===== config.mk =====
export PLATFORM = sky130hd
export DESIGN_NAME = rhht_ctrl
export DESIGN_NICKNAME = d
export VERILOG_FILES = /design/src/hw/rtl/rhht_pkg.sv /design/src/hw/rtl/rhht_ctrl.sv
export SDC_FILE = /design/constraint.sdc
export NUM_CORES = 1
export LEC_CHECK = 0
export BUFFER_PORTS_ARGS = -buffer_cell sky130_fd_sc_hd__buf_2
export CORE_AREA = 2 2 39 41
export CTS_BUF_LIST = sky130_fd_sc_hd__clkbuf_8
export CTS_CLUSTER_DIAMETER = 60
export DETAILED_ROUTE_END_ITERATION = 6
export DIE_AREA = 0 0 41 43
export MAX_ROUTING_LAYER = met4
export PLACE_DENSITY = 0.8
export SYNTH_ARGS = -nofsm -noshare
export SYNTH_HDL_FRONTEND = slang
export SYNTH_SLANG_ARGS = --single-unit

===== constraint.sdc =====
create_clock -name clk -period 2.94 [get_ports clk]
set_clock_uncertainty 0.2 [all_clocks]
set_input_delay 0.294 -clock clk [delete_from_list [all_inputs] [get_ports clk]]
set_output_delay 0.294 -clock clk [all_outputs]
set_load 0.005 [all_outputs]

===== src/hw/rtl/rhht_pkg.sv =====
// rhht_pkg: shared types and codes for the robin hood hash table
// depends on: nothing
`timescale 1ns / 1ps
`default_nettype none
package rhht_pkg;

  localparam logic [1:0] CMD_SET = 2'd0;
  localparam logic [1:0] CMD_GET = 2'd1;
  localparam logic [1:0] CMD_REM = 2'd2;

  // controller -> datapath commands
  typedef struct packed {
    logic load;        // capture the request
    logic rd_pos;      // issue a read at the probe position
    logic rd_next;     // issue a read at position + 1
    logic step;        // advance probe position and distance
    logic wr_value;    // replace value at probe position
    logic wr_carry;    // write carried entry at probe position
    logic swap;        // carried entry takes the resident read out
    logic wr_shift;    // move read entry back one slot
    logic clr_pos;     // clear the slot at the probe position
    logic cnt_inc;
    logic cnt_dec;
    logic set_found;   // record hit, and value for get and remove
    logic set_created;
    logic set_full;
  } rhht_cmd_t;

  // datapath -> controller status
  typedef struct packed {
    logic       is_set;
    logic       is_get;
    logic       is_rem;
    logic       rd_valid;   // slot read last cycle is occupied
    logic       rd_match;   // slot read matches the request
    logic       rd_poorer;  // resident distance below carried distance
    logic       rd_dist0;   // resident distance is zero
    logic       probe_last; // probe count reached the table size minus one
    logic       table_full;
  } rhht_sts_t;

endpackage
`default_nettype wire


===== src/hw/rtl/rhht_ctrl.sv =====
// rhht_ctrl: command sequencer for lookup, insert and backward-shift remove
// depends on: rhht_pkg
`timescale 1ns / 1ps
`default_nettype none
module rhht_ctrl (
  input  wire logic             clk,
  input  wire logic             rst,
  input  wire logic             in_valid,
  output logic                  in_stall,
  output logic                  out_valid,
  input  wire logic             out_stall,
  input  wire rhht_pkg::rhht_sts_t sts,
  output rhht_pkg::rhht_cmd_t   cmd
);
  import rhht_pkg::*;

  typedef enum logic [6:0] {
    S_IDLE   = 7'b0000001,
    S_LOOK   = 7'b0000010,
    S_LWAIT  = 7'b0000100,
    S_INS    = 7'b0001000,
    S_SHIFT  = 7'b0010000,
    S_RESULT = 7'b0100000,
    S_IWAIT  = 7'b1000000
  } state_t;

  state_t state, state_next;

  // state register
  always_ff @(posedge clk) begin
    if (rst) state <= S_IDLE;
    else     state <= state_next;
  end

  assign in_stall  = (state != S_IDLE);
  assign out_valid = (state == S_RESULT);

  // next state and command decode
  always_comb begin
    state_next = state;
    cmd = '0;
    case (state)
      S_IDLE: begin
        if (in_valid) begin
          cmd.load = 1'b1;
          state_next = S_LOOK;
        end
      end
      // issue read at probe position
      S_LOOK: begin
        cmd.rd_pos = 1'b1;
        state_next = S_LWAIT;
      end
      // examine read data for lookup
      S_LWAIT: begin
        if (!(sts.is_set || sts.is_get || sts.is_rem)) begin
          // unused command code: empty result
          state_next = S_RESULT;
        end else if (sts.rd_valid && sts.rd_match) begin
          cmd.set_found = 1'b1;
          if (sts.is_set) begin
            cmd.wr_value = 1'b1;
            state_next = S_RESULT;
          end else if (sts.is_rem) begin
            cmd.rd_next = 1'b1;
            state_next = S_SHIFT;
          end else begin
            state_next = S_RESULT;
          end
        end else if (!sts.rd_valid || sts.probe_last) begin
          // miss
          if (sts.is_set) begin
            if (sts.table_full) begin
              cmd.set_full = 1'b1;
              state_next = S_RESULT;
            end else begin
              cmd.set_created = 1'b1;
              cmd.load = 1'b1;   // restart at home slot, distance zero
              state_next = S_INS;
            end
          end else begin
            state_next = S_RESULT;
          end
        end else begin
          cmd.step = 1'b1;
          state_next = S_LOOK;
        end
      end
      // issue read for insertion
      S_INS: begin
        cmd.rd_pos = 1'b1;
        state_next = S_IWAIT;
      end
      S_IWAIT: begin
        if (!sts.rd_valid) begin
          cmd.wr_carry = 1'b1;
          cmd.cnt_inc = 1'b1;
          state_next = S_RESULT;
        end else begin
          if (sts.rd_poorer) begin
            cmd.wr_carry = 1'b1;
            cmd.swap = 1'b1;
          end
          cmd.step = 1'b1;
          state_next = S_INS;
        end
      end
      // next slot read is in flight; shift it back or stop
      S_SHIFT: begin
        if (!sts.rd_valid || sts.rd_dist0 || sts.probe_last) begin
          cmd.clr_pos = 1'b1;
          cmd.cnt_dec = 1'b1;
          state_next = S_RESULT;
        end else begin
          cmd.wr_shift = 1'b1;
          cmd.step = 1'b1;
          state_next = S_SHIFT;
        end
      end
      S_RESULT: begin
        if (!out_stall) state_next = S_IDLE;
      end
      default: state_next = S_IDLE;
    endcase
  end

  // a result is only offered from the result state
  a_out_state: assert property (@(posedge clk) disable iff (rst)
    out_valid |-> state == S_RESULT) else $error("out_valid outside result");
  a_hold: assert property (@(posedge clk) disable iff (rst)
    out_valid && out_stall |=> out_valid) else $error("result dropped");
  a_one_write: assert property (@(posedge clk) disable iff (rst)
    $countones({cmd.wr_value, cmd.wr_carry, cmd.wr_shift, cmd.clr_pos}) <= 1)
    else $error("two writes in one cycle");

endmodule
`default_nettype wire


==> out/metrics.yaml <==
timing:
  tightest_slew_ns: 0.419
  fin_crit_sh_pct: 79.7
  finalSetupTns_ns: 0
  finalMaxSlewViolations: 0
  setup_viol: 0
  relSlewSlack_pct: 71.8
  holdWs_ns: 0.153
  hold_viol_final: 0
  fin_crit_ns: 2.34
  fmaxAchievable_mhz: 427
  rsz0062_at_grt: "no"
worst_setup_path:
  worstPathArrival_ns: 1.85
  slowest_delay_ns: 0.52
  crit_type: "register to primary output"
  cp_max_fo: 8
  end_kind: "primary output"
  required_ns: 2.45
  crit_path_start_kind: "register"
  cp_cell_sequence: "nor4_4, nand3_2, or4_4, nand3_1, buf_2"
  cp_slowest_cell: "or4_4"
cts:
  htreeDepth: 1
  clk_latency_ns: 0.23
  cts_setup_buffers: 0
  cts.path.max_buffers: 2
  clock_sinks: 7
  cts-root-buf: "clkbuf_8"
  post_cts_resized: 0
  cts_hold_buf: 0
  cts.clk_slew.worst_paths_ns: 0.04
  cts_buffers: 3
  cts_tree: "yes"
floorplanning:
  dieArea_mm2: 0.00176
  die_y_um: 43
  start_util_pct: 44.5
  ios: 29
  core-area_mm2: 0.00138
  fp.dieW_um: 41
  rows: 14
placed_design:
  place_area_um2: 756
  port_buffers: 28
  gp_congestion: 0.800
  dp_hpwl_um: 1280
pwr:
  pwr-share-clk_pct: 38.4
  p_sw_share_pct: 32.5
  p_switching_mw: 0.116
  ir_worst_vdd_mv: 0.312
  pwr-share-seq_pct: 33.3
  power_leakage_nw: 0.434
  combPwrFrac_pct: 28.4
  internal_power_mw: 0.240
  power_density_mw_per_mm2: 444
  totalPowerFinal_mw: 0.356
cells_and_area:
  design_area_um2: 801
  final_nets: 129
  largest_register: "state"
  area_delta_synth_final_pct: 30.1
  insertedDiodeCount: 0
  largest_register_ffs: 7
  drive_above_1_share_pct: 32.2
  top_regs: "state x7"
synthesis:
  synthesis.area_um2: 616
  synth_cells: 87
  seq_area_frac_synth_pct: 22.8
  synth.area.top_cells: "dfxtp_1, inv_1, nor2_1, o21ai_0, nand2b_1"
  yosysWarnings: 0
  avgSynthCellArea_um2: 7.08
  synth_top_cell_by_area: "dfxtp_1"
  netlist.area_leader.share_pct: 22.8
  synth_nets: 100
  yosysUniqueCellTypes: 32
  synth_seq_cells: 7
route:
  drc: 0
  firstDrtPassIters: 4
  vias_per_cell: 5.56
  final_antenna_net_count: 0
  drt_iter0_drc: 26
  wire_per_inst_um: 12.2
  routed_wl_um: 1600
  vias: 728
global_route:
  grt_start_max_net_pins: 11
  grt_antenna_before_repair: 0
  grt_overflow: 0
  grtUsageTotal_pct: 23.2
  grt_pass1_vias: 635
  grt_pass1_wl_um: 2610
outcome:
  status: "finished clean"
job:
  max_cap_violations: 0
hold_path:
  hp-class: "input pin to register"
synth_stat cells:
library cell	n
and2_1	2
a221oi_2	1
buf_2	1
or4_4	1
nor2_1	10
nand2_1	3
o21ai_0	7
nor2b_1	1
nor3b_1	2
a211oi_1	2
dfxtp_1	7
a21oi_1	3
clkbuf_1	2
buf_4	1
nor4_4	1
o221ai_1	1
a2111oi_0	1
o211ai_1	3
nand3_1	2
xor2_1	2
nor3_1	4
nand4b_1	1
inv_1	11
a21o_1	1
nand2b_1	5
nand3b_1	2
nor4_1	4
or3_1	1
or2_2	2
nand3_2	1
a221oi_1	1
nand4_1	1
power groups by stage:
stage / registers (mW) / clock network, mW / logic (mW)
floorplan: 0.115 / 0 / 0.0700
global placement: 0.119 / 0 / 0.0992
detailed placement: 0.120 / 0 / 0.101
CTS: 0.118 / 0.137 / 0.101
global route: 0.121 / 0.142 / 0.112
finish: 0.118 / 0.136 / 0.101
routing by layer:
layer	global-route usage [%]	part of all wire (%)
met1	27.1	42
met4	19.3	3.1
met2	32.2	47
met5	-	0
met3	4.71	7.0
layout by cell type (no fill, tap or decap), drive strengths merged, types with 4 or more instances in the layout:
| master | Yosys | layout |
|---|---|---|
| inv | 11 | 12 |
| o21ai | 7 | 7 |
| nor4 | 5 | 5 |
| nand2b | 5 | 5 |
| dfxtp | 7 | 7 |
| nor2 | 10 | 10 |
| buf | 2 | 28 |
| nor3 | 4 | 4 |
metrics by stage:
step                      util [%]  worst slack, ns  std cells
after floorplan                  -             1.06         87
after global placement        54.6            0.893        127
after CTS                     57.9            0.605        131
final                         57.9            0.596        131
after global routing          57.9            0.515        131
after detailed placement      54.6            0.857        127
final timing paths:
kind / end / slack (ns) / start / cells past startpoint
worst max register to register: state[1]$_SDFFE_PP0P_ / 0.98 / state[0]$_SDFFE_PP1P_ / 4
worst max-delay path: cmd[10] / 0.60 / state[0]$_SDFFE_PP1P_ / 5
worst min register to register: state[2]$_SDFFE_PP0P_ / 0.39 / state[1]$_SDFFE_PP0P_ / 2
worst min-delay path: state[1]$_SDFFE_PP0P_ / 0.15 / rst / 2
cell type report:
cell class	count	area, um^2
Fill cell	130	583
Sequential cell	7	140
Multi-Input combinational cell	65	414
Clock buffer	3	41.3
Inverter	11	41.3
Tap cell	16	20.0
Clock inverter	1	3.75
Timing Repair Buffer	28	140
cell families after synthesis:
logic type	Yosys count	share of synthesized area (%)
AND/OR/NAND/NOR	43	42.3
AO/OA/AOI/OAI	20	22.2
buffers and inverters	15	9.96
flip-flops	7	22.8
XOR/XNOR	2	2.85
worst max-delay path, delay by kind of cell (launching register included):
family                 cells  cell delay, ns
flip-flops                 1            0.38
AND/OR/NAND/NOR            4            1.13
buffers and inverters      1            0.11
Note: power is estimated with default switching activity, not from simulation.
